## src/sld_pkg.sv

```systemverilog
// Shared types and constants for the sync-word length-prefixed deframer.
package sld_pkg;

  localparam logic [7:0] SYNC_FIRST_RESET  = 8'h55;
  localparam logic [7:0] SYNC_SECOND_RESET = 8'hDA;

  localparam logic CFG_SYNC_FIRST  = 1'b0;
  localparam logic CFG_SYNC_SECOND = 1'b1;

  typedef enum logic [1:0] {
    PHASE_HUNT   = 2'd0,
    PHASE_FIRST  = 2'd1,
    PHASE_LENGTH = 2'd2,
    PHASE_DATA   = 2'd3
  } phase_t;

  typedef struct packed {
    logic       empty_frame;
    logic       last_of_frame;
    logic [7:0] frame_length;
    logic [7:0] payload_byte;
  } result_t;

endpackage

```

## src/sld_parser.sv

```systemverilog
// Sync hunt, length capture, payload tagging: one byte per cycle unless out_busy.
module sld_parser
  import sld_pkg::*;
(
  input  logic       clk,
  input  logic       rst,
  input  logic       byte_valid,
  input  logic [7:0] data_byte,
  input  logic [7:0] sync_first,
  input  logic [7:0] sync_second,
  input  logic       out_busy,
  output logic       advance,
  output logic       res_valid,
  output result_t    res
);

  phase_t     phase, phase_next;
  logic [7:0] bytes_left, bytes_left_next;
  logic [7:0] current_length, current_length_next;

  always_comb begin
    phase_next          = phase;
    bytes_left_next     = bytes_left;
    current_length_next = current_length;
    res_valid           = 1'b0;
    res                 = '0;
    unique case (phase)
      PHASE_HUNT: begin
        if (data_byte == sync_first) begin
          phase_next = PHASE_FIRST;
        end
      end
      PHASE_FIRST: begin
        if (data_byte == sync_second) begin
          phase_next = PHASE_LENGTH;
        end else if (data_byte == sync_first) begin
          phase_next = PHASE_FIRST;
        end else begin
          phase_next = PHASE_HUNT;
        end
      end
      PHASE_LENGTH: begin
        current_length_next = data_byte;
        if (data_byte == 8'd0) begin
          bytes_left_next   = 8'd0;
          phase_next        = PHASE_HUNT;
          res_valid         = 1'b1;
          res.last_of_frame = 1'b1;
          res.empty_frame   = 1'b1;
        end else begin
          bytes_left_next = data_byte;
          phase_next      = PHASE_DATA;
        end
      end
      PHASE_DATA: begin
        res_valid          = 1'b1;
        res.payload_byte   = data_byte;
        res.frame_length   = current_length;
        res.last_of_frame  = (bytes_left <= 8'd1);
        if (bytes_left <= 8'd1) begin
          bytes_left_next = 8'd0;
          phase_next      = PHASE_HUNT;
        end else begin
          bytes_left_next = bytes_left - 8'd1;
        end
      end
      default: begin
        phase_next = PHASE_HUNT;
      end
    endcase
  end

  // drop non-result bytes at once; hold result bytes while the output is busy
  assign advance = byte_valid && !(res_valid && out_busy);

  always_ff @(posedge clk) begin
    if (rst) begin
      phase          <= PHASE_HUNT;
      bytes_left     <= 8'd0;
      current_length <= 8'd0;
    end else if (advance) begin
      phase          <= phase_next;
      bytes_left     <= bytes_left_next;
      current_length <= current_length_next;
    end
  end

endmodule

```

## src/sld_out_reg.sv

```systemverilog
// Output register holding one result transaction until the downstream side takes it.
module sld_out_reg
  import sld_pkg::*;
(
  input  logic    clk,
  input  logic    rst,
  input  logic    load,
  input  result_t res,
  input  logic    tready,
  output logic    tvalid,
  output logic    busy,
  output result_t held
);

  logic tvalid_next;

  always_comb begin
    tvalid_next = tvalid;
    if (load) begin
      tvalid_next = 1'b1;
    end else if (tready) begin
      tvalid_next = 1'b0;
    end
  end

  always_ff @(posedge clk) begin
    if (rst) begin
      tvalid <= 1'b0;
    end else begin
      tvalid <= tvalid_next;
    end
  end

  always_ff @(posedge clk) begin
    if (load) begin
      held <= res;
    end
  end

  assign busy = tvalid && !tready;

endmodule

```

## src/sync_length_deframer.sv

```systemverilog
// Top level of the sync-word length-prefixed stream deframer.
//
//  Channel   Direction  Contents
//  s_axis    in         tdata[7:0] data_byte
//  m_axis    out        tdata[7:0] payload_byte, tdata[15:8] frame_length,
//                       tlast last_of_frame, tuser empty_frame
//  cfg       in         cfg_index 0 sync_first, 1 sync_second; cfg_data byte
//
// One byte per cycle is sustained while the result register is not full; each result
// passes through the input register and then the result register.
// rst is synchronous: hunt phase, counters cleared, sync bytes 0x55 / 0xDA.
// A full, unread result register stalls only bytes that produce a result; other bytes
// are consumed and dropped while the result waits.
module sync_length_deframer
  import sld_pkg::*;
(
  input  logic        clk,
  input  logic        rst,
  input  logic        s_axis_tvalid,
  output logic        s_axis_tready,
  input  logic [7:0]  s_axis_tdata,   // [7:0] data_byte
  output logic        m_axis_tvalid,
  input  logic        m_axis_tready,
  output logic [15:0] m_axis_tdata,   // [7:0] payload_byte, [15:8] frame_length
  output logic        m_axis_tlast,   // last_of_frame
  output logic        m_axis_tuser,   // empty_frame
  input  logic        cfg_we,
  input  logic        cfg_index,
  input  logic [7:0]  cfg_data
);

  logic [7:0] sync_first, sync_second;
  logic       in_valid, in_valid_next;
  logic [7:0] in_byte;
  logic       advance, res_valid, out_busy;
  result_t    res, held;

  always_ff @(posedge clk) begin
    if (rst) begin
      sync_first  <= SYNC_FIRST_RESET;
      sync_second <= SYNC_SECOND_RESET;
    end else if (cfg_we) begin
      unique case (cfg_index)
        CFG_SYNC_FIRST:  sync_first  <= cfg_data;
        CFG_SYNC_SECOND: sync_second <= cfg_data;
        default: ;
      endcase
    end
  end

  assign s_axis_tready = !in_valid || advance;

  always_comb begin
    in_valid_next = in_valid;
    if (s_axis_tready) begin
      in_valid_next = s_axis_tvalid;
    end
  end

  always_ff @(posedge clk) begin
    if (rst) begin
      in_valid <= 1'b0;
    end else begin
      in_valid <= in_valid_next;
    end
  end

  always_ff @(posedge clk) begin
    if (s_axis_tvalid && s_axis_tready) begin
      in_byte <= s_axis_tdata;
    end
  end

  sld_parser u_parser (
    .clk         (clk),
    .rst         (rst),
    .byte_valid  (in_valid),
    .data_byte   (in_byte),
    .sync_first  (sync_first),
    .sync_second (sync_second),
    .out_busy    (out_busy),
    .advance     (advance),
    .res_valid   (res_valid),
    .res         (res)
  );

  sld_out_reg u_out (
    .clk    (clk),
    .rst    (rst),
    .load   (advance && res_valid),
    .res    (res),
    .tready (m_axis_tready),
    .tvalid (m_axis_tvalid),
    .busy   (out_busy),
    .held   (held)
  );

  assign m_axis_tdata = {held.frame_length, held.payload_byte};
  assign m_axis_tlast = held.last_of_frame;
  assign m_axis_tuser = held.empty_frame;

endmodule
```

## config.mk

```make
export PLATFORM = sky130hd
export DESIGN_NAME = sync_length_deframer
export DESIGN_NICKNAME = d
export VERILOG_FILES = /design/src/sld_pkg.sv /design/src/sld_parser.sv /design/src/sld_out_reg.sv /design/src/sync_length_deframer.sv
export SDC_FILE = /design/constraint.sdc
export NUM_CORES = 1
export LEC_CHECK = 0
export BUFFER_PORTS_ARGS = -buffer_cell sky130_fd_sc_hd__buf_4
export CORE_ASPECT_RATIO = 2
export CORE_UTILIZATION = 56
export CTS_BUF_LIST = sky130_fd_sc_hd__clkbuf_8 sky130_fd_sc_hd__clkbuf_16
export CTS_CLUSTER_SIZE = 16
export DETAILED_ROUTE_END_ITERATION = 16
export GPL_TIMING_DRIVEN = 0
export PLACE_DENSITY_LB_ADDON = 0.1
export SLEW_MARGIN = 20
export SYNTH_ARGS = -nofsm -noshare
export SYNTH_HDL_FRONTEND = slang
export SYNTH_SLANG_ARGS = --single-unit
```

## constraint.sdc

```tcl
create_clock -name clk -period 2.6 [get_ports clk]
set_clock_uncertainty 0.15 [all_clocks]
set_input_delay 0.13 -clock clk [delete_from_list [all_inputs] [get_ports clk]]
set_output_delay 0.13 -clock clk [all_outputs]
set_load 0.01 [all_outputs]
```

; ---- Yosys cells after proc, flatten, opt, wreduce, memory -nomap -nowiden
; Index checks and enable logic that the tools add are counted.
[classes]
n_mux = 15
n_reduce_logical = 18
eq_ne = 7
magnitude_cmp = 1
n_bitwise = 1
add_sub_neg = 1
[ops]
columns = op, n
row1 = $eq A8 B8 Y1, 2
row2 = $mux W8, 2
row3 = $pmux W8 S2, 1
row4 = $mux W2, 5
row5 = $le A8 B1 Y1 const B, 1
row6 = $logic_not A8 Y1, 1
row7 = $pmux W2 S4, 1
row8 = $reduce_and A2 Y1, 4
row9 = $sub A8 B1 Y8 const B, 1
row10 = $logic_and A1 B1 Y1, 5
row11 = $eq A2 B2 Y1 const B, 2
row12 = $mux W1, 4
row13 = $ne A2 B1 Y1 const B, 2
row14 = $pmux W1 S2, 2
row15 = $reduce_bool A2 Y1, 2
row16 = $logic_not A1 Y1, 3
row17 = $reduce_and A3 Y1, 1
row18 = $eq A2 B1 Y1 const B, 1
row19 = $logic_not A2 Y1, 1
row20 = $logic_or A1 B1 Y1, 1
row21 = $not A1 Y1, 1
[word_totals]
out_inout_bits = 20
reg_bits = 62
wordCells = 55
input_bits = 22

; ---- Depth between registers and ports, before layout
; Gate-level depths: netlist of run 1.
[depth]
ltp_word = 8
depth_mapped = 7

; ---- Cells and area by module
; Synthesis of run 1 repeated with hierarchy kept, for this count alone.
[hier_totals]
hier_cells = 268
hier_area_um2 = 2917.8
[modules_own_cells]
columns = mod, instances, area_each_um2, cells_per_inst
row1 = sld_parser, 1, 1378.8, 167
row2 = sync_length_deframer, 1, 954.7, 80
row3 = sld_out_reg, 1, 584.3, 21

; ---- Worst setup path after synthesis of run 1
; Ideal clock, no wire load.
[synth_path]
path_type = reg2reg
startpoint = register in_byte[4]
endpoint = register, netlist name u_out.held[0]
t_arrival_ns = 1.867
setup_slack_ns = 0.190
setup_time_ns = 0.393
synth_period_minus_slack_ns = 2.410
path_buffers = 0
required_time_ns = 2.057
stages_incl_launch_ff = 5
path_cell_list = edfxtp_1 nor4_1 and2_4 nor2_1 nor2_1
[synth_via]
elab_chain_len = 7
[synth_rtl]
columns = element, line
row1 = from (decl), sync_length_deframer.sv:34  ; logic [7:0] in_byte;
row2 = from (signal assigned), sync_length_deframer.sv:70  ; in_byte <= s_axis_tdata;
row3 = $logic_not A8 Y1 *, sld_parser.sv:44  ; if (data_byte == 8'd0) begin
row4 = $mux W1 *, sld_parser.sv:44
row5 = $pmux W1 S2 *, sld_parser.sv:27  ; unique case (phase)
row6 = $logic_and A1 B1 Y1, sld_parser.sv:74  ; assign advance = byte_valid && !(res_valid && out_busy);
row7 = $logic_not A1 Y1, sld_parser.sv:74
row8 = $logic_and A1 B1 Y1, sld_parser.sv:74
row9 = $logic_and A1 B1 Y1 *, sync_length_deframer.sv:90  ; .load (advance && res_valid),
row10 = via u_out.load, sld_out_reg.sv:7  ; input logic load,
; The timed path passes the listed nets; every way through them passes the cells marked *.
; A chain may end at the register's enable or synchronous reset.

; ---- Worst setup path in the final report of run 1
[layout_path]
startpoint = input cfg_we
endpoint = register sync_first[6]
[layout_via]
elab_chain_len = 1
[layout_rtl]
columns = element, line
row1 = from (decl), sync_length_deframer.sv:27  ; input logic cfg_we,
row2 = $reduce_and A2 Y1 (no source line), -
row3 = to (signal assigned), sync_length_deframer.sv:44  ; CFG_SYNC_FIRST: sync_first <= cfg_data;
row4 = to (decl), sync_length_deframer.sv:32  ; logic [7:0] sync_first, sync_second;
; No other way between the ends.

==> results of run 1 <==
[report_power, final]
group | leakage, uW | switching, uW | total (uW) | internal (uW)
Combinational | 0.000739 | 62.2 | 148 | 85.5
Sequential | 0.000534 | 41.1 | 1080 | 1040
Clock | 0.000111 | 396 | 938 | 542
Total | 0.00138 | 499 | 2160 | 1660
[through the flow]
| stage | hold WS (ps) | util |
|---|---|---|
| after floorplan | 78.9 | - |
| after global placement | 158 | 0.667 |
| after detailed placement | 159 | 0.667 |
| after CTS | 22.5 | 0.764 |
| after global routing | 53.1 | 0.765 |
| final | 45.2 | 0.765 |
[layout make-up]
type	instances	area, um2
multi-input cells	170	1160
repair buffers	61	515
fillers	331	1090
plain buffers	12	55.1
clock buffers	9	124
flip-flops and latches	62	1500
well taps	55	68.8
clock inverters	7	97.6
inverters	7	26.3
[worst min-delay path by stage]
stage / startpoint / slack (ps) / end
5_1_grt: cfg_index / 50 / sync_second[5]
4_1_cts: cfg_index / 20 / sync_second[5]
2_1_floorplan: s_axis_tdata[0] / 80 / in_byte[0]
6_report: cfg_index / 50 / sync_second[2]
3_5_place_dp: s_axis_tdata[0] / 160 / in_byte[0]
3_3_place_gp: s_axis_tdata[3] / 160 / in_byte[3]
[state kept, by name, indices dropped and copies added, names as in the netlist]
| name | cells |
|---|---|
| sync_second | 8 |
| in_byte | 8 |
| u_out.held | 18 |
| in_valid | 1 |
| u_parser.current_length | 8 |
| u_parser.bytes_left | 8 |
| u_out.tvalid | 1 |
| u_parser.phase | 2 |
| sync_first | 8 |
[layout by cell type (no fill, tap or decap), types with 9 or more instances in the layout]
cell type                       instances
sky130_fd_sc_hd__a211o_1                9
sky130_fd_sc_hd__a21oi_1               13
sky130_fd_sc_hd__and3_1                24
sky130_fd_sc_hd__buf_4                 40
sky130_fd_sc_hd__clkbuf_8               9
sky130_fd_sc_hd__dfxtp_1               36
sky130_fd_sc_hd__dlygate4sd3_1         23
sky130_fd_sc_hd__edfxtp_1              26
sky130_fd_sc_hd__mux2i_1               12
sky130_fd_sc_hd__nand2_1               13
sky130_fd_sc_hd__nor2_1                19
sky130_fd_sc_hd__xnor2_1                9
[layer usage]
| layer | global-route usage | part of all wire | up-vias |
|---|---|---|---|
| met5 | 0 | 0 | - |
| met2 | 0.454 | 0.52 | 90 |
| met3 | 0.0558 | 0.054 | 29 |
| li1 | - | - | 1074 |
| met1 | 0.300 | 0.38 | 1026 |
| met4 | 0.195 | 0.048 | 0 |
[what timing repair did]
item | in CTS | in global routing
gates resized for setup | 0 | 1
setup endpoints to repair | 0 | 18
endpoints found under the hold margin | 26 | 0
hold buffers | 23 | 0
[critical path, cell delays in order]
cell and delay [ps]:
sky130_fd_sc_hd__dlygate4sd3_1 530, sky130_fd_sc_hd__buf_2 190, sky130_fd_sc_hd__nor2b_1 220, sky130_fd_sc_hd__buf_1 490, sky130_fd_sc_hd__nor2b_1 110, sky130_fd_sc_hd__a211o_1 280, sky130_fd_sc_hd__dlygate4sd3_1 560
[kinds of logic (layout without fill, tap and decap cells)]
group	Yosys count	after routing	synth area share
multiplexers	12	12	0.0438
buffers and inverters	19	96	0.0297
AO/OA/AOI/OAI	53	53	0.149
XOR/XNOR	17	17	0.0543
flip-flops	62	62	0.548
AND/OR/NAND/NOR	86	86	0.166
adder cells (fa/ha/maj)	2	2	0.00913
==> impl_summary.log, run 1 <==
INFO  metric run_status = complete, no violations
INFO  metric timing.hold.worst_path_depth = 3
INFO  metric drt-vias-per-instance = 5.79
INFO  metric io_pins = 42
INFO  metric grt_pass1_vias = 2160
INFO  metric synth.yosys.warnings = 0
INFO  metric width_of_the_chip = 51.5 um
INFO  metric global_placer_s_final_weighted_congestion = 0.887
INFO  metric synth.net_count = 275
INFO  metric drc = 0
INFO  metric max_capacitance_violation_total = 0
INFO  metric synthesis.area = 2740 um2
INFO  metric instances_no_fill = 383
INFO  metric initial_utilization = 0.590
INFO  metric cp.arrival = 2500 ps
INFO  metric cts_clock_pin_slew_for_the_worst_setup_and_hold_paths = 70 ps
INFO  metric timing.critical_path.from_type = input pin
INFO  metric groute.usage.overall = 0.274
INFO  metric report.final.slew_viol_count = 0
INFO  metric setup_slack = 182 ps
INFO  metric timing.fmax = 0.414 GHz
INFO  metric relSlewSlack = 0.567
INFO  metric rr_worst_depth = 4
INFO  metric ys_async_sr_fraction = 0
INFO  metric finalSetupViolCount = 0
INFO  metric clkSinkCount = 62
INFO  metric worst_r2r_endpoint = u_out.held[15]
INFO  metric layout_min_cycle_time = 2420 ps
INFO  metric dieArea = 5190 um2
INFO  metric post-route-cell-area = 3550 um2
INFO  metric htree_levels = 3
INFO  metric crit_fanout = 10
INFO  metric report.power.total = 2160 uW
INFO  metric yosys.cell_count.top_type = sky130_fd_sc_hd__dfxtp_1
INFO  metric tritoncts = yes
INFO  metric die_height = 101 um
INFO  metric postSynth.topFlopCell = sky130_fd_sc_hd__dfxtp_1
INFO  metric hold_path_class = input pin to flop
INFO  metric syn_avg_cell_area = 10.9 um2
INFO  metric clk_path_buf_depth = 2
INFO  metric cts_root_buf = sky130_fd_sc_hd__clkbuf_8
INFO  metric post_route_cells_drive_above_1_share = 0.198
INFO  metric later_pin_clock_latency_in_the_skew_report = 350 ps
INFO  metric diodes = 0
INFO  metric detailedRoute.firstPassIterationCount = 4
INFO  metric timing.critical_path.to_type = flop
INFO  metric rows = 35
INFO  metric antenna_found_initial = 0
INFO  metric dp_worst_setup_slack = 148 ps
INFO  metric post_drt_wl_per_cell = 16.9 um
INFO  metric drt_first_iter_violations = 65
INFO  metric final_report_hold_violation_count = 0
INFO  metric detail-route-antenna-nets = 0
INFO  metric count_of_buffers_added_by_post_cts_timing_repair_for_setup = 0
INFO  metric num_cts_buffers = 9
INFO  metric worst-r2r-setup-slack = 380 ps
INFO  metric vdd.ir_drop.worst = 0.594 mV
INFO  metric yosys.area.top_type = sky130_fd_sc_hd__edfxtp_1
INFO  metric finalSetupTns = 0 ps
INFO  metric placed_cells = 344
INFO  metric crit_type = input pin to flop
INFO  metric worstPathRequired = 2680 ps
INFO  metric globalRouteOverflowTotal = 0
INFO  metric finalWirelength = 6.47 mm
INFO  metric ys_seq_elements = 62
INFO  metric regToRegStartpoint = in_byte[4]
INFO  metric area_contributors_post_synth = sky130_fd_sc_hd__edfxtp_1, sky130_fd_sc_hd__dfxtp_1, sky130_fd_sc_hd__and3_1
INFO  metric yosys.area.top_type_share = 0.285
INFO  metric timing_worst_slew_pin_value = 644 ps
INFO  metric final_nets = 347
INFO  metric rsz0062_at_grt = false
INFO  metric place_area = 3100 um2
INFO  metric seq_area_frac_synth = 0.548
INFO  metric netlist_instances = 251
INFO  metric area_inside_the_core_boundary = 4640 um2
INFO  metric worstSetupStartpoint = cfg_we
INFO  metric place.port_buffers = 38
INFO  metric dr_total_vias = 2219
INFO  metric detailed_place_hpwl = 4.14 mm
INFO  metric critical_path.endpoint = sync_first[6]
INFO  metric grt_first_pass_wirelength = 10.1 mm
INFO  metric period_share = 0.930
INFO  metric ys_types = 46
INFO  metric signed_area_change_from_the_synthesized_netlist_to_the_final_layout = 29.7%
INFO  metric synth_enable_flop_cells = 26
INFO  metric netlist_top_cells_count = sky130_fd_sc_hd__dfxtp_1, sky130_fd_sc_hd__edfxtp_1, sky130_fd_sc_hd__and3_1, sky130_fd_sc_hd__nor2_1
INFO  metric leakage = 0.00138 uW
INFO  metric maximum_number_of_pins_on_one_net_before_global_route_repair = 19
INFO  metric pwr_density_cell = 608 nW/um2
No activity file was read; power rests on OpenSTA's default activity.
==> run 2, diff against run 1 <==
--- a/config.mk
+++ b/config.mk
@@ -7,7 +7,7 @@
 export LEC_CHECK = 0
 export BUFFER_PORTS_ARGS = -buffer_cell sky130_fd_sc_hd__buf_4
 export CORE_ASPECT_RATIO = 2
-export CORE_UTILIZATION = 56
+export CORE_UTILIZATION = 60
 export CTS_BUF_LIST = sky130_fd_sc_hd__clkbuf_8 sky130_fd_sc_hd__clkbuf_16
 export CTS_CLUSTER_SIZE = 16
 export DETAILED_ROUTE_END_ITERATION = 16
==> constraint.sdc (replaced) <==
create_clock -name clk -period 3 [get_ports clk]
set_clock_uncertainty 0.15 [all_clocks]
set_input_delay 0.15 -clock clk [delete_from_list [all_inputs] [get_ports clk]]
set_output_delay 0.15 -clock clk [all_outputs]
set_load 0.01 [all_outputs]
==> run 2 against run 1 <==
  * Worst setup slack improved by 190 ps
  * Register-to-register slack improved by 80 ps
  * Via count rose by 3.7%
  * Sequential share of layout area up 0.35 points
  * Routed wire length is 6.3% higher
  * Sequential power fell by 14%
  * Total power is 17% lower
  * Global-route usage grew 3.9 points
  * Highest routed layer unchanged
==> impl_summary.log, run 2 (same netlist as run 1, synthesis figures left out) <==
INFO  metric run_status = complete, no violations
INFO  metric period_share = 0.875
INFO  metric clkSinkCount = 62 (unchanged)
INFO  metric drc = 0 (unchanged)
INFO  metric finalSetupTns = 0 ps (unchanged)
INFO  metric timing.critical_path.to_type = flop
INFO  metric top_signal_layer_used = met4
INFO  metric pwr_density_cell = 511 nW/um2 (-16%)
INFO  metric timing.fmax = 0.381 GHz
INFO  metric worst-r2r-setup-slack = 460 ps (+80 ps)
INFO  metric width_of_the_chip = 49.8 um (-3.3%)
INFO  metric initial_utilization = 0.625 (+0.0351)
INFO  metric finalSetupViolCount = 0 (unchanged)
INFO  metric clock_power_share = 0.409 (-0.025)
INFO  metric total_length_of_routed_met3_wires = 391 um (+12%)
INFO  metric crit_type = input pin to flop
INFO  metric finalWirelength = 6.87 mm (+6.3%)
INFO  metric htree_levels = 3 (unchanged)
INFO  metric worstPathRequired = 3090 ps (+410 ps)
INFO  metric wire_length_on_met1 = 2.45 mm (-0.16%)
INFO  metric report.final.slew_viol_count = 0 (unchanged)
INFO  metric globalRouteOverflowTotal = 0 (unchanged)
INFO  metric final_report_hold_violation_count = 0 (unchanged)
INFO  metric detailedRoute.firstPassIterationCount = 4 (unchanged)
INFO  metric io_pins = 42 (unchanged)
INFO  metric crit_fanout = 10 (unchanged)
INFO  metric power.internal = 1360 uW (-18%)
INFO  metric detail-route-antenna-nets = 0 (unchanged)
INFO  metric cts_clock_pin_slew_for_the_worst_setup_and_hold_paths = 70 ps (about the same)
INFO  metric diodes = 0 (unchanged)
INFO  metric antenna_found_initial = 0 (unchanged)
INFO  metric most-common-layout-cells = sky130_fd_sc_hd__buf_4, sky130_fd_sc_hd__dfxtp_1, sky130_fd_sc_hd__edfxtp_1, sky130_fd_sc_hd__and3_1, sky130_fd_sc_hd__dlygate4sd3_1
INFO  metric relSlewSlack = 0.427 (-0.140)
INFO  metric maximum_number_of_pins_on_one_net_before_global_route_repair = 19 (unchanged)
INFO  metric layout.core_utilization = 0.804 (+0.0389)
INFO  metric detailed_place_hpwl = 4.13 mm (-0.47%)
INFO  metric net_switching_power = 446 uW (-11%)
INFO  metric instances_no_fill = 382 (-0.26%)
INFO  metric area.sequential = 1500 um2 (unchanged)
INFO  metric multi_input_comb_area = 1160 um2 (-0.43%)
INFO  metric post_route_cells_drive_above_1_share = 0.198 (unchanged)
INFO  metric clk_path_buf_depth = 2 (unchanged)
INFO  metric dieArea = 4860 um2 (-6.5%)
INFO  metric cts_repair_resize_count = 0 (unchanged)
INFO  metric power_frac_comb = 0.073 (+0.005)
INFO  metric timing.critical_path.from_type = input pin
INFO  metric dr_total_vias = 2302 (+3.7%)
INFO  metric grt_pass1_vias = 2373 (+9.9%)
INFO  metric wl_met2 = 3.66 mm (+8.9%)
INFO  metric max_capacitance_violation_total = 0 (unchanged)
INFO  metric place.port_buffers = 38 (unchanged)
INFO  metric post_drt_wl_per_cell = 18.0 um (+6.5%)
INFO  metric signed_area_change_from_the_synthesized_netlist_to_the_final_layout = 28.6%
INFO  metric max_stage_delay = 550 ps (about the same)
INFO  metric cp.arrival = 2720 ps (+220 ps)
INFO  metric later_pin_clock_latency_in_the_skew_report = 360 ps (about the same)
INFO  metric leakage = 0.00137 uW (-1.3%)
INFO  metric grt_first_pass_wirelength = 11.0 mm (+8.5%)
INFO  metric area_inside_the_core_boundary = 4380 um2 (-5.6%)
INFO  metric num_cts_buffers = 9 (unchanged)
INFO  metric report.power.total = 1800 uW (-17%)
INFO  metric drt-vias-per-instance = 6.03 (+4.0%)
INFO  metric layout_commonest_cell = sky130_fd_sc_hd__buf_4
INFO  metric die_height = 97.6 um (-3.3%)
INFO  metric net_sw_frac = 0.248 (+0.0170)
INFO  metric timing_worst_slew_pin_value = 858 ps (+214 ps)
INFO  metric max_ffs_per_register = 18 (unchanged)
INFO  metric tritoncts = yes
INFO  metric groute.usage.overall = 0.313 (+0.0394)
INFO  metric p_seq_frac = 0.518 (+0.020)
INFO  metric vdd.ir_drop.worst = 0.448 mV (-25%)
INFO  metric rows = 34 (-2.9%)
INFO  metric final_nets = 347 (unchanged)
INFO  metric layout_min_cycle_time = 2620 ps
INFO  metric rsz0062_at_grt = false
INFO  metric placed_cells = 343 (-0.29%)
INFO  metric drt_first_iter_violations = 116 (+78%)
INFO  metric timing.critical_path.cells = dlygate4sd3_1 > buf_2 > nor2b_1 > buf_1 > nor2b_1 > a211o_1 > dlygate4sd3_1
INFO  metric layout.filler_cells = 287 (-13%)
INFO  metric global_placer_s_final_weighted_congestion = 0.859 (-3.1%)
INFO  metric cts_root_buf = sky130_fd_sc_hd__clkbuf_8
INFO  metric critPathSlowestCell = sky130_fd_sc_hd__dlygate4sd3_1
INFO  metric top_register = u_out.held
INFO  metric hold_path_class = input pin to flop
run 2: cell count changes in the layout (fill, tap and decap cells not counted):
| cell | before | now |
|---|---|---|
| sky130_fd_sc_hd__nor2_4 | 1 | 0 |
| sky130_fd_sc_hd__inv_1 | 8 | 7 |
| sky130_fd_sc_hd__nor2_2 | 0 | 1 |
| sky130_fd_sc_hd__inv_6 | 1 | 0 |
| sky130_fd_sc_hd__clkinv_1 | 0 | 1 |
| sky130_fd_sc_hd__bufinv_16 | 2 | 1 |
| sky130_fd_sc_hd__clkinv_4 | 2 | 3 |
| sky130_fd_sc_hd__clkinvlp_4 | 1 | 2 |
run 2: worst max-delay path: cells and delay by family:
kind / cells / cell delay, ps
AOI/OAI and AO/OA: 1 / 300
buffers and inverters: 4 / 1830
and+or+nand+nor: 2 / 430
run 2: final cells by class:
class | count | area share
clock inverters | 7 | 0.0213
multi-input cells | 170 | 0.329
flip-flops and latches | 62 | 0.426
clock buffers | 9 | 0.0351
well taps | 54 | 0.0192
repair buffers | 61 | 0.146
inverters | 7 | 0.00745
plain buffers | 12 | 0.0156
run 2: per-layer routing:
| layer | track usage | vias to the layer above |
|---|---|---|
| met5 | 0 | - |
| met4 | 0.235 | 0 |
| met3 | 0.0736 | 33 |
| met2 | 0.529 | 92 |
| met1 | 0.320 | 1101 |
| li1 | - | 1076 |
run 2: repair_timing:
item | CTS | global route
hold endpoints to repair | 26 | 0
hold buffers | 23 | 0
buffers inserted | 0 | 0
run 2: path summary, 6_finish.rpt:
check	start	to	depth (start not counted)
setup / recovery	cfg_we	sync_first[6]	7
hold / removal	cfg_index	sync_second[0]	3
setup reg to reg	in_byte[0]	u_out.held[4]	4
hold reg to reg	sync_second[2]	sync_second[2]	2
run 2: power groups by stage:
stage / Clock, uW / Sequential [uW] / Combinational [uW]
2_1_floorplan: 0 / 935 / 66.6
3_3_place_gp: 0 / 950 / 97.7
3_5_place_dp: 0 / 950 / 99.5
4_1_cts: 741 / 931 / 125
5_1_grt: 776 / 934 / 141
6_report: 737 / 933 / 132
run 2: through the flow:
stage	hold slack, ps	worst slack [ps]	area, um2
2_1_floorplan	98.9	590	2740
3_3_place_gp	178	238	3090
3_5_place_dp	180	530	3100
4_1_cts	56.8	507	3520
5_1_grt	117	318	3520
6_report	84.3	376	3520
